===== config.mk =====
export PLATFORM = sky130hd
export DESIGN_NAME = integer_to_ascii_formatter_unit
export DESIGN_NICKNAME = d
export VERILOG_FILES = /design/src/rtl/core/ifa_pkg.sv /design/src/rtl/core/integer_to_ascii_formatter_unit.sv /design/src/rtl/core/ifa_bcd_cell.sv
export VERILOG_INCLUDE_DIRS = /design/src /design/src/rtl/core
export SDC_FILE = /design/constraint.sdc
export NUM_CORES = 1
export LEC_CHECK = 0
export BUFFER_PORTS_ARGS = -buffer_cell sky130_fd_sc_hd__buf_2
export CELL_PAD_IN_SITES_DETAIL_PLACEMENT = 0
export CELL_PAD_IN_SITES_GLOBAL_PLACEMENT = 1
export CORE_UTILIZATION = 40
export CTS_BUF_LIST = sky130_fd_sc_hd__clkbuf_4
export DETAILED_ROUTE_END_ITERATION = 10
export PLACE_DENSITY_LB_ADDON = 0.2
export SYNTH_ARGS = -nofsm -noshare
export SYNTH_HDL_FRONTEND = slang
export SYNTH_SLANG_ARGS = --single-unit
export TNS_END_PERCENT = 30

===== constraint.sdc =====
create_clock -name clk_i -period 9.22 [get_ports clk_i]
set_input_delay 0.922 -clock clk_i [delete_from_list [all_inputs] [get_ports clk_i]]
set_output_delay 0.922 -clock clk_i [all_outputs]
set_load 0.05 [all_outputs]

===== src/rtl/core/assert_macros.svh =====
// Assertion macros shared by the formatter RTL.
// Depends on clk_i and rst_ni being visible in the including module.
`ifndef ASSERT_MACROS_SVH
`define ASSERT_MACROS_SVH

// Same-cycle implication, checked outside reset
`define ASSERT_IMPL(lbl, ante, cons, msg) \
  lbl: assert property (@(posedge clk_i) disable iff (!rst_ni) (ante) |-> (cons)) else $error(msg);

// Next-cycle implication, checked outside reset
`define ASSERT_NEXT(lbl, ante, cons, msg) \
  lbl: assert property (@(posedge clk_i) disable iff (!rst_ni) (ante) |=> (cons)) else $error(msg);

`endif


===== src/rtl/core/ifa_pkg.sv =====
// Shared types, constants and helpers of the integer-to-ASCII formatter.
// No dependencies; used by ifa_bcd_cell and integer_to_ascii_formatter_unit.
`default_nettype none

package ifa_pkg;

  localparam int unsigned NumDigits = 20;
  localparam int unsigned ValueW    = 64;
  localparam int unsigned CountW    = 7;
  localparam int unsigned DigitCntW = 5;

  // Format codes
  localparam logic [2:0] ActSigned      = 3'd0;
  localparam logic [2:0] ActSignedPad   = 3'd1;
  localparam logic [2:0] ActUnsigned    = 3'd2;
  localparam logic [2:0] ActUnsignedPad = 3'd3;
  localparam logic [2:0] ActHex         = 3'd4;
  localparam logic [2:0] ActBinary      = 3'd5;

  // Operand width codes
  localparam logic [1:0] Width8  = 2'd0;
  localparam logic [1:0] Width16 = 2'd1;
  localparam logic [1:0] Width32 = 2'd2;
  localparam logic [1:0] Width64 = 2'd3;

  localparam logic [7:0] CharZero   = 8'h30;
  localparam logic [7:0] CharUpperA = 8'h41;
  localparam logic [7:0] CharSpace  = 8'h20;
  localparam logic [7:0] CharMinus  = 8'h2D;
  localparam logic [7:0] CharNone   = 8'h00;

  typedef struct packed {
    logic [2:0]  action;
    logic [1:0]  width_code;
    logic [63:0] value;
  } ifa_in_t;

  typedef struct packed {
    logic [7:0] character;
    logic       last;
    logic       error;
  } ifa_out_t;

  // Control broadcast to every digit cell
  typedef struct packed {
    logic clear;
    logic dabble;
    logic move;
  } cell_ctrl_t;

  // Field width of a padded decimal for an unsigned operand
  function automatic logic [DigitCntW-1:0] pad_width(input logic [1:0] wcode);
    logic [DigitCntW-1:0] w;
    case (wcode)
      Width8:  w = DigitCntW'(3);
      Width16: w = DigitCntW'(5);
      Width32: w = DigitCntW'(10);
      Width64: w = DigitCntW'(20);
      default: w = DigitCntW'(20);
    endcase
    return w;
  endfunction

  // Uppercase hex character of one nibble
  function automatic logic [7:0] nibble_char(input logic [3:0] nib);
    logic [7:0] c;
    if (nib < 4'd10) begin
      c = CharZero + {4'b0, nib};
    end else begin
      c = CharUpperA + {4'b0, nib} - 8'd10;
    end
    return c;
  endfunction

endpackage

`default_nettype wire


===== src/rtl/core/integer_to_ascii_formatter_unit.sv =====
// Top level of the integer-to-ASCII formatter: sequencer, operand shifter, output register.
// Depends on ifa_pkg, ifa_bcd_cell and assert_macros.svh.
`default_nettype none

// Takes one word (format, width code, value) at a time and sends its text as one ASCII
// character per output word, last set on the final one. Decimal formats run the magnitude
// through a row of 20 BCD cells, one bit per cycle, then drop leading zero digits and
// shift the digits out of the top cell, after any pad spaces and minus sign. Hex and
// binary words send nibbles or bits from the top of the aligned operand; an invalid
// format sends one error word. A new input word is taken once the previous word's
// last character has been loaded into the output register.
module integer_to_ascii_formatter_unit (
  input  logic             clk_i,
  input  logic             rst_ni,
  input  logic             in_valid_i,
  output logic             in_ready_o,
  input  ifa_pkg::ifa_in_t in_data_i,
  output logic             out_valid_o,
  input  logic             out_ready_i,
  output ifa_pkg::ifa_out_t out_data_o
);
  import ifa_pkg::*;

`include "assert_macros.svh"

  typedef enum logic [7:0] {
    S_IDLE  = 8'b0000_0001,
    S_CONV  = 8'b0000_0010,
    S_NORM  = 8'b0000_0100,
    S_PAD   = 8'b0000_1000,
    S_SIGN  = 8'b0001_0000,
    S_DIGIT = 8'b0010_0000,
    S_RAW   = 8'b0100_0000,
    S_ERR   = 8'b1000_0000
  } state_e;

  state_e               state_q, state_d;
  logic                 out_valid_q, out_valid_d;
  ifa_out_t             out_q, out_d;
  logic [ValueW-1:0]    work_q, work_d;
  logic [CountW-1:0]    count_q, count_d;
  logic [DigitCntW-1:0] digits_q, digits_d;
  logic [DigitCntW-1:0] pad_q, pad_d;
  logic [1:0]           wcode_q, wcode_d;
  logic                 signed_q, signed_d;
  logic                 padded_q, padded_d;
  logic                 hex_q, hex_d;
  logic                 neg_q, neg_d;

  cell_ctrl_t           cell_ctrl;
  logic                 carry [NumDigits];
  logic [3:0]           digit [NumDigits];
  logic [3:0]           top_digit;

  logic [ValueW-1:0]    in_raw, in_ext, in_mag, in_aligned;
  logic                 in_sign, in_is_signed, in_neg;
  logic [CountW-1:0]    in_raw_len;
  logic [DigitCntW-1:0] field, text_len;
  logic                 can_emit, emit;
  ifa_out_t             emit_word;

  // Row of BCD digit cells, least significant at index 0
  for (genvar i = 0; i < NumDigits; i++) begin : g_cell
    ifa_bcd_cell u_cell (
      .clk_i   (clk_i),
      .ctrl_i  (cell_ctrl),
      .carry_i ((i == 0) ? work_q[ValueW-1] : carry[(i == 0) ? 0 : i - 1]),
      .digit_i ((i == 0) ? 4'd0 : digit[(i == 0) ? 0 : i - 1]),
      .carry_o (carry[i]),
      .digit_o (digit[i])
    );
  end

  assign top_digit = digit[NumDigits-1];

  // Mask, extend and align the incoming operand
  always_comb begin
    case (in_data_i.width_code)
      Width8: begin
        in_raw     = {56'b0, in_data_i.value[7:0]};
        in_sign    = in_data_i.value[7];
        in_aligned = {in_data_i.value[7:0], 56'b0};
      end
      Width16: begin
        in_raw     = {48'b0, in_data_i.value[15:0]};
        in_sign    = in_data_i.value[15];
        in_aligned = {in_data_i.value[15:0], 48'b0};
      end
      Width32: begin
        in_raw     = {32'b0, in_data_i.value[31:0]};
        in_sign    = in_data_i.value[31];
        in_aligned = {in_data_i.value[31:0], 32'b0};
      end
      default: begin
        in_raw     = in_data_i.value;
        in_sign    = in_data_i.value[63];
        in_aligned = in_data_i.value;
      end
    endcase
    in_is_signed = (in_data_i.action == ActSigned) || (in_data_i.action == ActSignedPad);
    in_neg       = in_is_signed && in_sign;
    in_ext       = in_raw;
    case (in_data_i.width_code)
      Width8:  in_ext = in_neg ? {{56{1'b1}}, in_raw[7:0]}  : in_raw;
      Width16: in_ext = in_neg ? {{48{1'b1}}, in_raw[15:0]} : in_raw;
      Width32: in_ext = in_neg ? {{32{1'b1}}, in_raw[31:0]} : in_raw;
      default: in_ext = in_raw;
    endcase
    in_mag     = in_neg ? (ValueW'(0) - in_ext) : in_ext;
    in_raw_len = (in_data_i.action == ActHex) ? (CountW'(2) << in_data_i.width_code)
                                              : (CountW'(8) << in_data_i.width_code);
  end

  // Pad length from the trimmed digit count
  always_comb begin
    field    = pad_width(wcode_q) + DigitCntW'(signed_q && (wcode_q != Width64));
    text_len = digits_q + DigitCntW'(neg_q);
  end

  assign can_emit = !out_valid_q || out_ready_i;

  // Sequencer
  always_comb begin
    state_d   = state_q;
    work_d    = work_q;
    count_d   = count_q;
    digits_d  = digits_q;
    pad_d     = pad_q;
    wcode_d   = wcode_q;
    signed_d  = signed_q;
    padded_d  = padded_q;
    hex_d     = hex_q;
    neg_d     = neg_q;
    cell_ctrl = '0;
    emit      = 1'b0;
    emit_word = '0;
    case (state_q)
      S_IDLE: begin
        if (in_valid_i) begin
          wcode_d  = in_data_i.width_code;
          signed_d = in_is_signed;
          padded_d = (in_data_i.action == ActSignedPad) ||
                     (in_data_i.action == ActUnsignedPad);
          hex_d    = (in_data_i.action == ActHex);
          neg_d    = in_neg;
          if (in_data_i.action inside {[ActSigned:ActUnsignedPad]}) begin
            work_d          = in_mag;
            count_d         = CountW'(ValueW);
            cell_ctrl.clear = 1'b1;
            state_d         = S_CONV;
          end else if (in_data_i.action inside {ActHex, ActBinary}) begin
            work_d  = in_aligned;
            count_d = in_raw_len;
            state_d = S_RAW;
          end else begin
            state_d = S_ERR;
          end
        end
      end
      S_CONV: begin
        // Shift one magnitude bit into the cell row
        cell_ctrl.dabble = 1'b1;
        work_d           = work_q << 1;
        count_d          = count_q - CountW'(1);
        if (count_q == CountW'(1)) begin
          digits_d = DigitCntW'(NumDigits);
          state_d  = S_NORM;
        end
      end
      S_NORM: begin
        // Drop leading zero digits, keep at least one
        if (top_digit == 4'd0 && digits_q != DigitCntW'(1)) begin
          cell_ctrl.move = 1'b1;
          digits_d       = digits_q - DigitCntW'(1);
        end else begin
          pad_d   = (padded_q && field > text_len) ? field - text_len : '0;
          state_d = S_PAD;
        end
      end
      S_PAD: begin
        if (pad_q == '0) begin
          state_d = neg_q ? S_SIGN : S_DIGIT;
        end else if (can_emit) begin
          emit                = 1'b1;
          emit_word.character = CharSpace;
          pad_d               = pad_q - DigitCntW'(1);
        end
      end
      S_SIGN: begin
        if (can_emit) begin
          emit                = 1'b1;
          emit_word.character = CharMinus;
          state_d             = S_DIGIT;
        end
      end
      S_DIGIT: begin
        // Send the top digit and advance the row
        if (can_emit) begin
          emit                = 1'b1;
          emit_word.character = CharZero + {4'b0, top_digit};
          emit_word.last      = (digits_q == DigitCntW'(1));
          cell_ctrl.move      = 1'b1;
          digits_d            = digits_q - DigitCntW'(1);
          if (digits_q == DigitCntW'(1)) begin
            state_d = S_IDLE;
          end
        end
      end
      S_RAW: begin
        // Send hex nibbles or bits from the top of the aligned operand
        if (can_emit) begin
          emit                = 1'b1;
          emit_word.character = hex_q ? nibble_char(work_q[ValueW-1 -: 4])
                                      : CharZero + {7'b0, work_q[ValueW-1]};
          emit_word.last      = (count_q == CountW'(1));
          work_d              = hex_q ? (work_q << 4) : (work_q << 1);
          count_d             = count_q - CountW'(1);
          if (count_q == CountW'(1)) begin
            state_d = S_IDLE;
          end
        end
      end
      S_ERR: begin
        if (can_emit) begin
          emit                = 1'b1;
          emit_word.character = CharNone;
          emit_word.last      = 1'b1;
          emit_word.error     = 1'b1;
          state_d             = S_IDLE;
        end
      end
      default: begin
        state_d = S_IDLE;
      end
    endcase
  end

  // Output register: load on emit, drop when taken
  always_comb begin
    out_valid_d = out_valid_q;
    out_d       = out_q;
    if (emit) begin
      out_valid_d = 1'b1;
      out_d       = emit_word;
    end else if (out_ready_i) begin
      out_valid_d = 1'b0;
    end
  end

  always_ff @(posedge clk_i or negedge rst_ni) begin
    if (!rst_ni) begin
      state_q     <= S_IDLE;
      out_valid_q <= 1'b0;
      count_q     <= '0;
      digits_q    <= '0;
      pad_q       <= '0;
    end else begin
      state_q     <= state_d;
      out_valid_q <= out_valid_d;
      count_q     <= count_d;
      digits_q    <= digits_d;
      pad_q       <= pad_d;
    end
  end

  always_ff @(posedge clk_i) begin
    out_q    <= out_d;
    work_q   <= work_d;
    wcode_q  <= wcode_d;
    signed_q <= signed_d;
    padded_q <= padded_d;
    hex_q    <= hex_d;
    neg_q    <= neg_d;
  end

  assign in_ready_o  = (state_q == S_IDLE);
  assign out_valid_o = out_valid_q;
  assign out_data_o  = out_q;

  `ASSERT_NEXT(a_bad_action_err, in_valid_i && in_ready_o && in_data_i.action > ActBinary, state_q == S_ERR, "invalid format did not reach error state")
  `ASSERT_IMPL(a_top_cell_no_carry, state_q == S_CONV, !carry[NumDigits-1], "decimal conversion overflowed the digit row")
  `ASSERT_IMPL(a_digit_count_range, state_q == S_DIGIT, digits_q != '0 && digits_q <= DigitCntW'(NumDigits), "digit count out of range")
  `ASSERT_NEXT(a_last_to_idle, emit && emit_word.last, state_q == S_IDLE, "sequencer busy after last character")

endmodule

`default_nettype wire


===== src/rtl/core/ifa_bcd_cell.sv =====
// One decimal digit cell of the double-dabble row.
// Depends on ifa_pkg for the cell control struct.
`default_nettype none

module ifa_bcd_cell (
  input  logic                clk_i,
  input  ifa_pkg::cell_ctrl_t ctrl_i,
  input  logic                carry_i,
  input  logic [3:0]          digit_i,
  output logic                carry_o,
  output logic [3:0]          digit_o
);
  import ifa_pkg::*;

  logic [3:0] digit_q, digit_d;
  logic [3:0] adj;

  // Add three to digits of five or more before the shift
  always_comb begin
    adj     = (digit_q >= 4'd5) ? digit_q + 4'd3 : digit_q;
    carry_o = adj[3];
    digit_o = digit_q;
  end

  // Clear, shift in the lower carry, or take the lower neighbor's digit
  always_comb begin
    digit_d = digit_q;
    if (ctrl_i.clear) begin
      digit_d = 4'd0;
    end else if (ctrl_i.dabble) begin
      digit_d = {adj[2:0], carry_i};
    end else if (ctrl_i.move) begin
      digit_d = digit_i;
    end
  end

  always_ff @(posedge clk_i) begin
    digit_q <= digit_d;
  end

endmodule

`default_nettype wire

==> results.sh, run 1 <==
export IMPL_cts_made_buffers=17
export IMPL_synthFlopType="dfxtp_1"
export IMPL_final_cell_mix="174 x nor2_1, 167 x nand2_1, 163 x o21ai_0, 161 x a21oi_1, 83 x buf_2"
export IMPL_cellPowerDensity_nw_per_um2=271
export IMPL_cts_setup_buffers=0
export IMPL_gr_usage_all_layers=0.261
export IMPL_die_h_microns=189
export IMPL_r2r_end="g_cell[3].u_cell.digit_o[3]$_SDFFE_PP0P_"
export IMPL_yosys_cell_types_count=89
export IMPL_tns_ns=0
export IMPL_ctsResizeCount=0
export IMPL_status="finished clean"
export IMPL_rows=68
export IMPL_overflow=0
export IMPL_viasPerCell=6.17
export IMPL_critPathMaxStageDelay_ns=0.72
export IMPL_core_area_sq_um=34500
export IMPL_avgSynthCellArea_sq_um=7.97
export IMPL_synth_edf_count=79
export IMPL_fmax_mhz=235
export IMPL_yosysSeqAreaShare=0.331
export IMPL_maxCapViolCount=0
export IMPL_crit_arrival_ns=4.73
export IMPL_final_common_cell="nor2_1"
export IMPL_areaGrowthSynthToFinish_pct=6.94
export IMPL_crit_type="flop to flop"
export IMPL_ant_nets=0
export IMPL_path_depth=9
export IMPL_syn_inst=1753
export IMPL_first_pass_iters=9
export IMPL_clk_pin_slew_ns=0.16
export IMPL_place_port_buffers=83
export IMPL_cts_root_buf="clkbuf_4"
export IMPL_wire_per_inst_microns=21.0
export IMPL_die_width_microns=189
export IMPL_yosys_warnings=0
export IMPL_grt_pass1_wl_mm=73.5
export IMPL_p_comb_frac=0.490
export IMPL_design_area_sq_um=14900
export IMPL_path_cells="nor4_1, nand2_1, nor2_4, buf_4, a211o_4, buf_4, o31ai_1, a21oi_1, nor2_1"
export IMPL_ios=85
export IMPL_final_hold_violation_count=0
export IMPL_p_int_uw=2120
export IMPL_tightestPinTransition_ns=1.18
export IMPL_ys_seq_elements=185
export IMPL_first_iter_violations=1758
export IMPL_drv_slew=0
export IMPL_cts_tree="done"
export IMPL_cpMaxStageDelayCell="buf_4"
export IMPL_drc=0
export IMPL_power_leakage_uw=0.00529
export IMPL_swShare=0.478
export IMPL_cp_end_kind="flop"
export IMPL_dr_total_vias=13800
export IMPL_post_route_period_util=0.461
export IMPL_timing_slew_headroom=0.208
export IMPL_syn_nets=1885
export IMPL_rsz0062_at_grt="false"
export IMPL_layout_min_cycle_time_ns=4.25
export IMPL_placed_area_sq_um=14700
export IMPL_setup_viol=0
export IMPL_grt_pass1_vias=12700
export IMPL_gp_congestion=0.953
export IMPL_r2r_start="state_q[3]$_DFFE_PN0P_"
export IMPL_postSynth_asyncResetShare=0.141
export IMPL_crit_path_frequent_cell="buf_4"
export IMPL_clock_latency_ns=0.63
export IMPL_final_layout_size_suffix_gt1_frac=0.0981
export IMPL_switchingPower_uw=1940
export IMPL_clock_skew_ns=0.0239
export IMPL_peakVddDrop_mv=0.198
export IMPL_ff2ff_setup_slack_ns=4.97
export IMPL_syn_area_sq_um=14000
export IMPL_min_path_type="input pin to async pin"
export IMPL_multi_input_area_sq_um=8690
export IMPL_path_max_fanout=84
export IMPL_initial_utilization=0.406
export IMPL_htreeDepth=4
export IMPL_num_nets_final=1893
export IMPL_crit_family="simple AND/OR/NAND/NOR gates"
export IMPL_nFillCells=3539
export IMPL_dpl_hpwl_mm=32.3
export IMPL_clock_sinks=185
export IMPL_cp_required_ns=9.70
export IMPL_seq_area_sq_um=4630
export IMPL_post_route_util=0.434
export IMPL_power_frac_seq=0.406
export IMPL_grt_max_degree=85
export IMPL_dieArea_sq_um=35700
export IMPL_clock_path_buffers=2
export IMPL_pwr_share_clk=0.104
export IMPL_start_kind="flop"
export IMPL_critPathBufInv=2
export IMPL_antenna_found_initial=1
export IMPL_drt_wl_total_mm=46.7
export IMPL_r2r_cells=9
export IMPL_postCtsHoldBufs=0
==> Yosys cell counts, drive strengths merged, types with 14 or more instances <==
cell     count  area, sq um
a211oi      41          313
a21oi      163          820
a222oi      29          290
a22oi       30          225
a2bb2oi     18          158
a311oi      22          193
a31oi       24          150
buf         25          121
clkbuf      87          327
dfrtp       25          626
dfxtp       80         1600
edfxtp      79         2370
ha          58          726
inv         75          282
mux2i       20          200
nand2      167          627
nand2b      53          332
nand3       51          255
nor2       177          667
nor3        60          300
nor3b       14          116
nor4        18          113
o21ai      170          851
o31ai       27          203
xnor2       35          307
xor2        24          210
==> how the worst max path moves through the flow <==
stage                           start                                        to  slack [ns]
2_1_floorplan  state_q[3]$_DFFE_PN0P_                   work_q[0]$_SDFFCE_PN0P_        5.82
3_3_place_gp            in_data_i[64]                      work_q[57]$_DFFE_PP_        4.90
3_5_place_dp            in_data_i[64]                      work_q[57]$_DFFE_PP_        4.75
4_1_cts        state_q[3]$_DFFE_PN0P_  g_cell[1].u_cell.digit_o[0]$_SDFFE_PP0P_        4.93
5_1_grt        state_q[3]$_DFFE_PN0P_  g_cell[1].u_cell.digit_o[0]$_SDFFE_PP0P_        4.53
6_report       state_q[3]$_DFFE_PN0P_  g_cell[3].u_cell.digit_o[3]$_SDFFE_PP0P_        4.97
==> flip-flops by register name, indices dropped and copies added (netlist names) <==
register               cells
g_cell.u_cell.digit_o     80
work_q                    64
out_data_o                 9
state_q                    8
count_q                    7
digits_q                   5
pad_q                      5
wcode_q                    2
hex_q                      1
neg_q                      1
out_valid_o                1
padded_q                   1
signed_q                   1
==> power groups by stage <==
stage	Sequential (uW)	Clock, uW	Combinational, uW
global route	1690	467	2240
detailed placement	1650	0	1980
CTS	1630	439	1980
floorplan	1540	0	1490
finish	1650	423	1990
global placement	1650	0	1940
==> kinds of logic after synthesis <==
kind of cell,count (synthesis),synth area share
AO/OA/AOI/OAI,615,0.285
AND/OR/NAND/NOR,611,0.210
buffers and inverters,188,0.0524
flip-flops,185,0.331
adder cells (fa/ha/maj),59,0.0533
XOR/XNOR,59,0.0370
multiplexers,35,0.0312
other,1,0.000268
==> cell type report <==
class                   count  area share
flip-flops and latches    185       0.309
well taps                 455      0.0381
multi-input cells        1380       0.581
repair buffers            101      0.0368
diodes                      1    0.000167
clock buffers              20      0.0100
clock inverters            12     0.00511
inverters                  76      0.0191
==> through the flow <==
step	worst slack, ns	total power [uW]	instances	hold slack (ns)
5_1_grt	4.53	4400	2230	0.291
3_3_place_gp	4.90	3590	2197	0.488
4_1_cts	4.93	4060	2229	0.279
3_5_place_dp	4.75	3630	2197	0.507
6_report	4.97	4060	2230	0.292
2_1_floorplan	5.82	3030	1753	0.470
==> per-layer routing <==
layer / track usage / part of all wire / vias up
met5: 0 / 0 / -
met1: 0.372 / 0.46 / 6498
met2: 0.391 / 0.43 / 595
met4: 0.0931 / 0.033 / 0
met3: 0.0476 / 0.080 / 114
li1: - / - / 6554
Note: power is estimated with default switching activity, not from simulation.
==> run 2: changes to the inputs <==
==> constraint.sdc (replaced) <==
create_clock -name clk_i -period 3.6 [get_ports clk_i]
set_input_delay 0.36 -clock clk_i [delete_from_list [all_inputs] [get_ports clk_i]]
set_output_delay 0.36 -clock clk_i [all_outputs]
set_load 0.05 [all_outputs]
==> run 2 against run 1 <==
Effect of this change: first-iteration DRC count grew 0.68%; global-route usage rose by 0.99 points; highest routed layer unchanged; largest cell class unchanged; register-to-register slack got worse by 4.4 ns; hold slack got worse by 0.16 ns; sequential power rose to 2.5 times the previous value; worst setup slack lost 4.4 ns.
==> results.sh, run 2 (synthesis gave the netlist of run 1 again) <==
export IMPL_path_max_fanout=26
export IMPL_cts_tree="done"
export IMPL_r2r_start="state_q[0]$_DFFE_PN1P_"
export IMPL_status="finished clean"
export IMPL_tns_ns=0
export IMPL_viasPerCell=6.22
export IMPL_clk_pin_slew_ns=0.15
export IMPL_critPathBufInv=1
export IMPL_wire_per_inst_microns=21.5
export IMPL_power_leakage_uw=0.00553
export IMPL_drv_slew=0
export IMPL_r2r_end="work_q[24]$_DFFE_PP_"
export IMPL_crit_type="flop to flop"
export IMPL_finalWorstSetupSlack_ns=0.522
export IMPL_clock_skew_ns=0.0292
export IMPL_min_to="padded_q$_DFFE_PP_"
export IMPL_grt_max_degree=81
export IMPL_hold_ws_ns=0.129
export IMPL_first_pass_iters=9
export IMPL_peakVddDrop_mv=0.333
export IMPL_drt_wl_total_mm=48.9
export IMPL_fmax_mhz=325
export IMPL_layout_min_cycle_time_ns=3.08
export IMPL_grt_pass1_wl_mm=75.7
export IMPL_dp_slack_ns=0.391
export IMPL_timing_slew_headroom=0.347
export IMPL_placed_area_sq_um=15100
export IMPL_ios=85
export IMPL_overflow=0
export IMPL_r2r_cells=7
export IMPL_cts_root_buf="clkbuf_4"
export IMPL_tightestPinTransition_ns=0.976
export IMPL_maxCapViolCount=0
export IMPL_cp_end_kind="flop"
export IMPL_clock_sinks=185
export IMPL_final_layout_size_suffix_gt1_frac=0.118
export IMPL_crit_path_frequent_cell="nand3_1"
export IMPL_areaGrowthSynthToFinish_pct=10.1
export IMPL_first_iter_violations=1770
export IMPL_cts_setup_buffers=0
export IMPL_rows=68
export IMPL_ant_nets=0
export IMPL_cp_required_ns=4.06
export IMPL_gr_usage_all_layers=0.271
export IMPL_grt_pass1_vias=13000
export IMPL_die_width_microns=189
export IMPL_core_area_sq_um=34500
export IMPL_post_route_period_util=0.855
export IMPL_dieArea_sq_um=35700
export IMPL_htreeDepth=4
export IMPL_largest_reg_flops=80
export IMPL_gp_congestion=1.02
export IMPL_die_h_microns=189
export IMPL_dpl_hpwl_mm=35.8
export IMPL_start_kind="flop"
export IMPL_min_path_type="input pin to flop"
export IMPL_rsz0062_at_grt="false"
export IMPL_final_common_cell="nor2_1"
export IMPL_cts_made_buffers=17
export IMPL_crit_family="simple AND/OR/NAND/NOR gates"
export IMPL_ff2ff_setup_slack_ns=0.52
export IMPL_hold_depth=2
export IMPL_crit_arrival_ns=3.53
export IMPL_antenna_found_initial=1
export IMPL_hp_start="in_data_i[66]"
export IMPL_cpMaxStageDelayCell="nor2_1"
export IMPL_initial_utilization=0.406
export IMPL_design_area_sq_um=15400
export IMPL_clock_path_buffers=2
export IMPL_setup_viol=0
export IMPL_dr_total_vias=14100
export IMPL_cellPowerDensity_nw_per_um2=698
export IMPL_ctsResizeCount=0
export IMPL_num_nets_final=1933
export IMPL_path_cells="nor2_1, nand3_1, buf_4, nand3_1, nor2_1, o21ai_0, nand3_1"
export IMPL_final_hold_violation_count=0
export IMPL_drc=0
export IMPL_critPathMaxStageDelay_ns=0.88
export IMPL_place_port_buffers=83
export IMPL_clock_latency_ns=0.61
export IMPL_final_cell_mix="174 x nor2_1, 167 x nand2_1, 163 x o21ai_0, 161 x a21oi_1, 83 x buf_2"
run 2: through the flow:
step / total power [uW] / instances / utilization
floorplan: 7750 / 1753 / -
global placement: 9410 / 2235 / 0.438
detailed placement: 9490 / 2235 / 0.438
CTS: 10700 / 2269 / 0.447
global route: 11600 / 2270 / 0.447
finish: 10700 / 2270 / 0.447
run 2: layout make-up:
| cell class | instances | area, sq um |
|---|---|---|
| multi-input combinational | 1380 | 8690 |
| clock buffer | 19 | 143 |
| antenna | 1 | 2.50 |
| clock inverter | 13 | 144 |
| sequential | 185 | 4630 |
| timing repair buffer | 141 | 931 |
| inverter | 76 | 285 |
| tap | 455 | 569 |
| fill | 3499 | 19100 |
run 2: worst max-delay path by stage:
stage	startpoint	to	cells past startpoint
after floorplan	state_q[3]$_DFFE_PN0P_	work_q[0]$_SDFFCE_PN0P_	7
after detailed placement	in_data_i[65]	work_q[63]$_DFFE_PP_	8
after global routing	state_q[3]$_DFFE_PN0P_	count_q[6]$_DFFE_PN0P_	8
final	state_q[0]$_DFFE_PN1P_	work_q[24]$_DFFE_PP_	7
after global placement	in_data_i[65]	work_q[63]$_DFFE_PP_	8
after CTS	state_q[3]$_DFFE_PN0P_	count_q[6]$_DFFE_PN0P_	8
run 2: worst register-to-register path: stages, from the launching register on:
cell and delay [ns]:
dfstp_2 0.61, nor2_1 0.10, nand3_1 0.11, buf_4 0.34, nand3_1 0.44, nor2_1 0.88
o21ai_0 0.28, nand3_1 0.17
run 2: timing repair:
| item | CTS | global route |
|---|---|---|
| hold buffers | 2 | 0 |
| setup endpoints to repair | 0 | 0 |
| endpoints found under the hold margin | 26 | 0 |
run 2: report_power, final:
| part | leakage, uW | switching [uW] | internal (uW) |
|---|---|---|---|
| clock network | 0.000156 | 789 | 436 |
| registers | 0.00175 | 881 | 3280 |
| logic | 0.00362 | 3330 | 2020 |
| total | 0.00553 | 5000 | 5740 |
run 2: layer usage:
layer,GRT usage,part of all wire,vias to the layer above,routed length [microns]
met1,0.395,0.46,6728,22400
met2,0.396,0.42,658,20700
met3,0.0445,0.084,98,4110
li1,-,-,6643,-
met5,0,0,-,0
met4,0.103,0.034,0,1670
